<file path="config.mk">
export PLATFORM = sky130hd
export DESIGN_NAME = pguf_ctrl
export DESIGN_NICKNAME = d
export VERILOG_FILES = /design/src/rtl/pguf_pkg.sv /design/src/rtl/pguf_ctrl.sv
export SDC_FILE = /design/constraint.sdc
export NUM_CORES = 1
export LEC_CHECK = 0
export CAP_MARGIN = 5
export CORE_UTILIZATION = 63
export DETAILED_ROUTE_END_ITERATION = 8
export DONT_BUFFER_PORTS = 1
export GPL_ROUTABILITY_DRIVEN = 0
export PLACE_DENSITY = 0.79
export SYNTH_ARGS = -nofsm -noshare
export SYNTH_HDL_FRONTEND = slang
export SYNTH_SLANG_ARGS = --single-unit
</file>
<file path="constraint.sdc">
create_clock -name clk -period 3.95 [get_ports clk]
set_input_delay 0.5925 -clock clk [delete_from_list [all_inputs] [get_ports clk]]
set_output_delay 0.5925 -clock clk [all_outputs]
set_load 0.005 [all_outputs]
</file>
<file path="src/rtl/pguf_pkg.sv">
`timescale 1ns / 1ps
package pguf_pkg;

  localparam int GRID_MAX_DEF  = 64;
  localparam int GRID_RESET    = 64;
  localparam int OPEN_TOTAL_W  = 13;

  localparam logic [1:0] FN_OPEN   = 2'd0;
  localparam logic [1:0] FN_QUERY  = 2'd1;
  localparam logic [1:0] FN_CLEAR  = 2'd2;
  localparam logic [1:0] FN_UNUSED = 2'd3;

  localparam logic [2:0] CAND_TOP    = 3'd0;
  localparam logic [2:0] CAND_BOTTOM = 3'd1;
  localparam logic [2:0] CAND_UP     = 3'd2;
  localparam logic [2:0] CAND_DOWN   = 3'd3;
  localparam logic [2:0] CAND_LEFT   = 3'd4;
  localparam logic [2:0] CAND_RIGHT  = 3'd5;

  typedef enum logic [3:0] {
    DP_NOP, DP_CFG, DP_CLR_START, DP_CLR_STEP, DP_LOAD, DP_RD_SELF, DP_SEL,
    DP_WR_OPEN, DP_FIND_START, DP_FIND_STEP, DP_RD_WA, DP_RD_WB, DP_LINK, DP_RESULT
  } dp_op_t;

  typedef enum logic [2:0] {
    NODE_A, NODE_B, NODE_ME, NODE_TOP, NODE_BOT
  } node_sel_t;

  typedef struct packed {
    dp_op_t     op;
    node_sel_t  node;
    logic [2:0] cand;
  } dp_cmd_t;

  typedef struct packed {
    logic [1:0] func;
    logic       err;
    logic       self_open;
    logic       link;
    logic       find_done;
    logic       same_root;
    logic       clr_last;
    logic       out_free;
  } dp_stat_t;

endpackage

</file>
<file path="src/rtl/pguf_ctrl.sv">
`timescale 1ns / 1ps
module pguf_ctrl (
  input  logic               clk,
  input  logic               rst,
  input  logic               in_valid,
  input  logic               cfg_valid,
  output logic               in_ready,
  output logic               cfg_ready,
  input  pguf_pkg::dp_stat_t stat,
  output pguf_pkg::dp_cmd_t  cmd
);
  import pguf_pkg::*;

  typedef enum logic [4:0] {
    S_CLR_START, S_CLR, S_IDLE, S_DECODE, S_SELF, S_WR_OPEN, S_SEL, S_CHK,
    S_FA, S_FB_START, S_FB, S_CMP, S_RWB, S_LINK, S_NEXTK,
    S_FME_START, S_FME, S_FT_START, S_FT, S_FBOT_START, S_FBOT, S_DONE
  } state_t;

  state_t     state;
  logic [2:0] k;
  logic       with_result;

  assign cfg_ready = (state == S_IDLE);
  assign in_ready  = (state == S_IDLE) && !cfg_valid;

  always_comb begin
    cmd.op   = DP_NOP;
    cmd.node = NODE_A;
    cmd.cand = k;
    unique case (state)
      S_CLR_START:  cmd.op = DP_CLR_START;
      S_CLR:        cmd.op = DP_CLR_STEP;
      S_IDLE: begin
        if (cfg_valid) cmd.op = DP_CFG;
        else if (in_valid) cmd.op = DP_LOAD;
      end
      S_DECODE: begin
        if (stat.func == FN_CLEAR) cmd.op = DP_CLR_START;
        else if (!stat.err && (stat.func == FN_OPEN || stat.func == FN_QUERY))
          cmd.op = DP_RD_SELF;
      end
      S_SELF:       cmd.op = DP_NOP;
      S_WR_OPEN:    cmd.op = DP_WR_OPEN;
      S_SEL:        cmd.op = DP_SEL;
      S_CHK: begin
        if (stat.link) begin cmd.op = DP_FIND_START; cmd.node = NODE_A; end
      end
      S_FA:         begin cmd.op = DP_FIND_STEP;  cmd.node = NODE_A; end
      S_FB_START:   begin cmd.op = DP_FIND_START; cmd.node = NODE_B; end
      S_FB:         begin cmd.op = DP_FIND_STEP;  cmd.node = NODE_B; end
      S_CMP:        if (!stat.same_root) cmd.op = DP_RD_WA;
      S_RWB:        cmd.op = DP_RD_WB;
      S_LINK:       cmd.op = DP_LINK;
      S_NEXTK:      cmd.op = DP_NOP;
      S_FME_START:  begin cmd.op = DP_FIND_START; cmd.node = NODE_ME; end
      S_FME:        begin cmd.op = DP_FIND_STEP;  cmd.node = NODE_ME; end
      S_FT_START:   begin cmd.op = DP_FIND_START; cmd.node = NODE_TOP; end
      S_FT:         begin cmd.op = DP_FIND_STEP;  cmd.node = NODE_TOP; end
      S_FBOT_START: begin cmd.op = DP_FIND_START; cmd.node = NODE_BOT; end
      S_FBOT:       begin cmd.op = DP_FIND_STEP;  cmd.node = NODE_BOT; end
      S_DONE:       if (stat.out_free) cmd.op = DP_RESULT;
      default:      cmd.op = DP_NOP;
    endcase
  end

  always_ff @(posedge clk) begin
    if (rst) begin
      state       <= S_CLR_START;
      k           <= CAND_TOP;
      with_result <= 1'b0;
    end else begin
      unique case (state)
        S_CLR_START: state <= S_CLR;
        S_CLR: if (stat.clr_last) state <= with_result ? S_FT_START : S_IDLE;
        S_IDLE: begin
          if (cfg_valid) begin
            with_result <= 1'b0;
            state <= S_CLR;
          end else if (in_valid) begin
            state <= S_DECODE;
          end
        end
        S_DECODE: begin
          if (stat.func == FN_CLEAR) begin
            with_result <= 1'b1;
            state <= S_CLR;
          end else if (!stat.err && (stat.func == FN_OPEN || stat.func == FN_QUERY)) begin
            state <= S_SELF;
          end else begin
            state <= S_FT_START;
          end
        end
        S_SELF: state <= (stat.func == FN_OPEN && !stat.self_open) ? S_WR_OPEN : S_FME_START;
        S_WR_OPEN: begin k <= CAND_TOP; state <= S_SEL; end
        S_SEL: state <= S_CHK;
        S_CHK: state <= stat.link ? S_FA : S_NEXTK;
        S_FA: if (stat.find_done) state <= S_FB_START;
        S_FB_START: state <= S_FB;
        S_FB: if (stat.find_done) state <= S_CMP;
        S_CMP: state <= stat.same_root ? S_NEXTK : S_RWB;
        S_RWB: state <= S_LINK;
        S_LINK: state <= S_NEXTK;
        S_NEXTK: begin
          if (k == CAND_RIGHT) state <= S_FME_START;
          else begin k <= k + 3'd1; state <= S_SEL; end
        end
        S_FME_START: state <= S_FME;
        S_FME: if (stat.find_done) state <= S_FT_START;
        S_FT_START: state <= S_FT;
        S_FT: if (stat.find_done) state <= S_FBOT_START;
        S_FBOT_START: state <= S_FBOT;
        S_FBOT: if (stat.find_done) state <= S_DONE;
        S_DONE: if (stat.out_free) state <= S_IDLE;
        default: state <= S_IDLE;
      endcase
    end
  end

endmodule

</file>
==> flow_summary.ini, run 1 <==
[power_and_ir_drop]
p_int_w = 0.000294
clockPowerShare = 0.128
p_switching_w = 0.000297
p_leak_nw = 0.379
seqPwrFrac = 0.333
powerDensity_nw_per_um2 = 568
p_comb_frac = 0.539
p_sw_frac = 0.502
ir_drop_uv = 285

[setup_path]
crit_path_end_kind = output port
path_class = reg2out
start_kind = register
arrival_ns = 2.10
worst-path-max-fanout = 23
cp.required_ns = 3.36

[timing]
drv_slew = 0
tightest_slew_ns = 0.855
max-slew-margin-rel = 0.429
period_needed_ns = 2.69
finalSetupTns_ns = 0
setup_violations = 0
rsz0062_at_grt = no
max_freq_ghz = 0.371
hold_violations = 0
skew_ns = 0.00682
fin_crit_sh = 0.682
holdWs_ns = 0.378

[routing]
via_count = 1110
first_pass_iters = 7
vias_per_cell = 7.07
wl_per_cell_um = 17.6
drt_iter0_markers = 43
postRouteAntennaNets = 0
drc = 2
totalWireLength_um = 2770

[yosys]
synth_seq_cells = 9
synth-async-reset-ratio = 0
synthTopCellsByArea = dfxtp_1 (17%), nor2_1 (5.9%), a21oi_1 (4.6%)
synthTopCellsByCount = nor2_1 (17), nand2_1 (13), a21oi_1 (10), nor3_1 (10), dfxtp_1 (9)
synth_top_area_share = 0.167
yosys.cell_types.count = 53
syn_avg_cell_area_sq_um = 7.26
synth.most_common_cell = nor2_1
syn_nets = 164
synthFlopType = dfxtp_1
syn_area_sq_um = 1080
synth_warnings = 0
synth-edff-count = 0
synthCells = 149
yosysSeqAreaShare = 0.167
synth_top_area_cell = dfxtp_1

[die]
rows = 14
die_y_um = 43.4
core_area_sq_um = 1560
fp.dieW_um = 43.4
boundaryPins = 25
start_util = 0.693
fp.dieArea_sq_um = 1890

[grt]
grt_pass1_vias = 970
grt_antenna_before_repair = 0
grt_max_degree = 28
grt_usage = 0.334
grt-ovfl-total = 0
grt_pass1_wl_um = 4620

[clock_network]
cts_max_path_buffers = 2
cts_tree = built
cts-root-buf = clkbuf_4
cts_htree_levels = 1
post_cts_buffers = 0
post_cts_resized = 0
clock_latency_ns = 0.28
hold_buffers = 0
cts_inserted_buffers = 3
path_clk_slew_ns = 0.06
cts_sinks = 9

[final_layout]
diodes = 0
fin_cells = 157
areaGrowthSynthToFinish_pct = -3.59
layout-drive-gt1-share = 0.142
final.fill_count = 148
fin_nets = 157

[placement]
placement.io_buffers = 0
hpwl_um = 1940
dp_cells = 153

[flow_run]
cap_violations = 0

[worst_hold_path]
hold_path.class = in2reg

[outcome]
status = finished with violations
violations = design-rule violations
sequential cells by signal (all words and copies together), names as in the netlist:
name / flops
with_result: 1
state: 5
k: 3
stage by stage:
step / worst slack, ns / total power (W) / instance area, sq um / util
after floorplan: 1.98 / 0.000476 / 1080 / -
after global placement: 1.65 / 0.000501 / 1020 / 0.652
after detailed placement: 1.58 / 0.000508 / 1020 / 0.652
after CTS: 1.28 / 0.000586 / 1040 / 0.669
after global routing: 1.12 / 0.000641 / 1040 / 0.669
final: 1.26 / 0.000591 / 1040 / 0.669
final timing paths:
kind / from / endpoint / slack, ns / cells after the start
setup / recovery: state[2] / cmd[9] / 1.26 / 4
hold / removal: rst / with_result / 0.38 / 1
setup reg to reg: state[3] / state[4] / 1.85 / 5
hold reg to reg: with_result / with_result / 0.55 / 2
area by class of cell:
type,instances,area [sq um],share of cell area
inverters,6,22.5,0.0216
well taps,16,20.0,0.0192
clock buffers,4,26.3,0.0252
flip-flops and latches,9,180,0.173
multi-input cells,122,793,0.761
power groups by stage:
stage	clock network [W]	registers, W	logic [W]
floorplan	0	0.000117	0.000359
global placement	0	0.000192	0.000310
global route	0.0000826	0.000203	0.000355
CTS	0.0000782	0.000193	0.000314
finish	0.0000757	0.000197	0.000319
detailed placement	0	0.000195	0.000313
cells in the final DEF (no fill, tap or decap), types with 2 or more instances in the layout:
cell,n
nand4_1,2
ha_1,2
clkbuf_4,3
and3b_1,2
nand3_1,2
nand2_1,13
a31oi_1,3
or2_2,3
nand2_2,2
and3_1,2
nor3_1,10
dfxtp_1,9
o31ai_1,4
nand2b_1,4
o21ai_0,6
nor2_1,17
nor2b_1,4
a21oi_1,10
inv_1,6
a211oi_1,6
worst max-delay path, cell delays in order, from the launching register on:
cell,delay (ns)
dfxtp_1,0.88
nand2b_2,0.19
a31oi_1,0.20
o22ai_1,0.09
a2111o_1,0.46
logic make-up after synthesis:
kind of cell,count (synthesis),share of synthesized area
compound gates,45,0.313
buf+inv,18,0.0995
xor+xnor,1,0.00810
fa+ha+maj,2,0.0231
simple gates,74,0.390
flops,9,0.167
routing by layer:
| layer | vias up | GRT usage | routed length, um |
|---|---|---|---|
| met4 | 0 | 0.150 | 84 |
| met5 | - | 0 | 0 |
| met1 | 496 | 0.464 | 1170 |
| li1 | 540 | - | - |
| met2 | 66 | 0.473 | 1200 |
| met3 | 8 | 0.100 | 313 |
Note: power is estimated with default switching activity, not from simulation.
==> run 2, diff against run 1 <==
Settings changed: ABC_AREA from default to 1, CORE_UTILIZATION 63 to 56, PLACE_DENSITY 0.79 to 0.74.
Clock period 3.95 ns to 2.4 ns, I/O delays scaled along.
==> run 2 against run 1 <==
  * The flow now finishes without violations
  * Largest cell class unchanged
  * Power up 75%
  * Highest routed layer unchanged
  * Global-route usage down 1.7 points
  * Critical path type unchanged
  * Utilization down 4.4 points
==> flow_summary.ini, run 2 <==
[routing]
totalWireLength_um = 2910
vias_per_cell = 5.83
drt_iter0_markers = 66
wl_per_cell_um = 13.1
postRouteAntennaNets = 0
via_count = 1294
drc = 0
first_pass_iters = 4

[clock_network]
cts_max_path_buffers = 2
cts_htree_levels = 1
hold_buffers = 0
path_clk_slew_ns = 0.06
post_cts_buffers = 0
clock_latency_ns = 0.26
cts_inserted_buffers = 3
cts-root-buf = clkbuf_4
cts_sinks = 9
cts_tree = built
post_cts_resized = 0

[outcome]
status = completed

[die]
start_util = 0.596
fp.dieArea_sq_um = 1990
fp.dieW_um = 44.6
boundaryPins = 25
core_area_sq_um = 1710
rows = 15
die_y_um = 44.6

[yosys]
synth.most_common_cell = nand2_1
synthCells = 194
syn_area_sq_um = 1020
yosysSeqAreaShare = 0.177
synthMuxAreaShare = 0
synth_compound_area_frac = 0.112
synth-edff-count = 0
synthTopCellsByArea = nand2_1 (20%), dfxtp_1 (18%), nor2_1 (13%)
synth_warnings = 0
synth_top_area_share = 0.196
synth_top_area_cell = nand2_1
synthFlopType = dfxtp_1
synthTopCellsByCount = nand2_1 (53), nor2_1 (36), nand3_1 (25), inv_1 (21), a21oi_1 (10)
syn_nets = 209
synth_xor_area_frac = 0
yosys.cell_types.count = 20
synth-async-reset-ratio = 0
yosys.area_share.simple = 0.587
synth_top_family_by_area = simple AND/OR/NAND/NOR gates
synthAdderAreaFrac = 0.0246
synth_seq_cells = 9
syn_avg_cell_area_sq_um = 5.24

[grt]
grt_max_degree = 11
grt_antenna_before_repair = 0
grt_pass1_vias = 1109
grt-ovfl-total = 0
grt_pass1_wl_um = 4700
grt_usage = 0.317

[timing]
max-slew-margin-rel = 0.635
rsz0062_at_grt = no
period_needed_ns = 2.05
skew_ns = 0.00598
tightest_slew_ns = 0.545
drv_slew = 0
fin_crit_sh = 0.856
hold_violations = 0
max_freq_ghz = 0.487
finalSetupTns_ns = 0
setup_violations = 0

[setup_path]
r2r_end = state[1]
max_stage_delay_ns = 0.51
r2r_start = state[4]
reg2reg_depth = 8
crit_path_end_kind = output port
path_class = reg2out
ff2ff_setup_slack_ns = 0.70
path_cells = inv_2 -> nand2_2 -> inv_2 -> nand2_1 -> nand2_1 -> nor3_1 -> o2111ai_1
cpMaxStageDelayCell = dfxtp_1
start_kind = register
worst-path-max-fanout = 10
cp.required_ns = 2.04
arrival_ns = 1.69

[flow_run]
cap_violations = 0

[final_layout]
largest_register_ffs = 5
fin_area_sq_um = 1070
final.fill_count = 190
fin_nets = 213
multiInputGateArea_sq_um = 736
areaGrowthSynthToFinish_pct = 4.92
regArea_sq_um = 180
reg.largest.list = state x5, k x3, with_result x1
mostFrequentLayoutCells = nand2_1 (53), nor2_1 (36), nand3_1 (25), inv_1 (21), a21oi_1 (10)
diodes = 0
final_common_cell = nand2_1
final_util = 0.625
regMostFlops = state
layout-drive-gt1-share = 0.0914

[power_and_ir_drop]
p_comb_frac = 0.666
seqPwrFrac = 0.223
p_int_w = 0.000455
p_leak_nw = 0.593
ir_drop_uv = 585
powerDensity_nw_per_um2 = 970
p_switching_w = 0.000580
clockPowerShare = 0.111
p_sw_frac = 0.560

[placement]
placement.io_buffers = 0
placedInstanceArea_sq_um = 1040
hpwl_um = 2410

[worst_hold_path]
hold_depth = 1
hp-start = rst
hold_path.class = in2reg
holdPathEnd = k[1]
-- run 2: changes by cell type in the layout (fill, tap and decap cells not counted), sizes merged, moves of 3 or more --
cell	before	now
a211oi	6	0
a31oi	3	0
inv	6	25
nand2	15	56
nand2b	5	0
nand3	2	25
nor2	17	43
nor2b	4	0
nor3	11	6
o31ai	4	0
or2	3	0
-- run 2: area by class of cell --
| class | count | area share |
|---|---|---|
| tap | 25 | 0.0293 |
| clock buffer | 4 | 0.0246 |
| sequential | 9 | 0.169 |
| inverter | 25 | 0.0879 |
| multi-input combinational | 159 | 0.689 |
-- run 2: worst max-delay path by stage --
| stage | to | slack, ns | start |
|---|---|---|---|
| 3_5_place_dp | cmd[9] | 0.66 | state[4] |
| 6_report | cmd[9] | 0.35 | state[4] |
| 3_3_place_gp | cmd[9] | 0.72 | state[4] |
| 4_1_cts | cmd[9] | 0.37 | state[4] |
| 5_1_grt | cmd[9] | 0.21 | state[4] |
| 2_1_floorplan | cmd[9] | 0.91 | state[3] |
-- run 2: kinds of logic after synthesis --
| logic type | Yosys count |
|---|---|
| AND/OR/NAND/NOR | 136 |
| flip-flops | 9 |
| buffers and inverters | 26 |
| AO/OA/AOI/OAI | 21 |
| adder cells (fa/ha/maj) | 2 |
-- run 2: worst max-delay path, delay by kind of cell, from the launching register on --
kind            cells  cell delay [ns]
flops               1             0.51
buf+inv             2             0.20
compound gates      1             0.17
simple gates        4             0.54
-- run 2: power by group through the flow --
stage          combinational, W  sequential, W  clock (W)
2_1_floorplan          0.000546       0.000218          0
3_3_place_gp           0.000671       0.000231          0
3_5_place_dp           0.000674       0.000233          0
4_1_cts                0.000676       0.000230   0.000118
5_1_grt                0.000770       0.000235   0.000126
6_report               0.000689       0.000231   0.000115
-- run 2: per-layer routing --
metal / wire (um) / share of wire / track usage / up-vias
li1: - / - / - / 636
met4: 77 / 0.026 / 0.152 / 0
met5: 0 / 0 / 0 / -
met3: 311 / 0.11 / 0.0531 / 12
met1: 1160 / 0.40 / 0.417 / 561
met2: 1360 / 0.47 / 0.500 / 85
-- run 2: through the flow --
step / cells / hold slack (ns) / setup slack (ns) / total power, W
2_1_floorplan: 194 / 0.429 / 0.913 / 0.000764
3_3_place_gp: 218 / 0.431 / 0.720 / 0.000901
3_5_place_dp: 218 / 0.434 / 0.659 / 0.000907
4_1_cts: 222 / 0.156 / 0.367 / 0.00102
5_1_grt: 222 / 0.148 / 0.215 / 0.00113
6_report: 222 / 0.158 / 0.346 / 0.00103
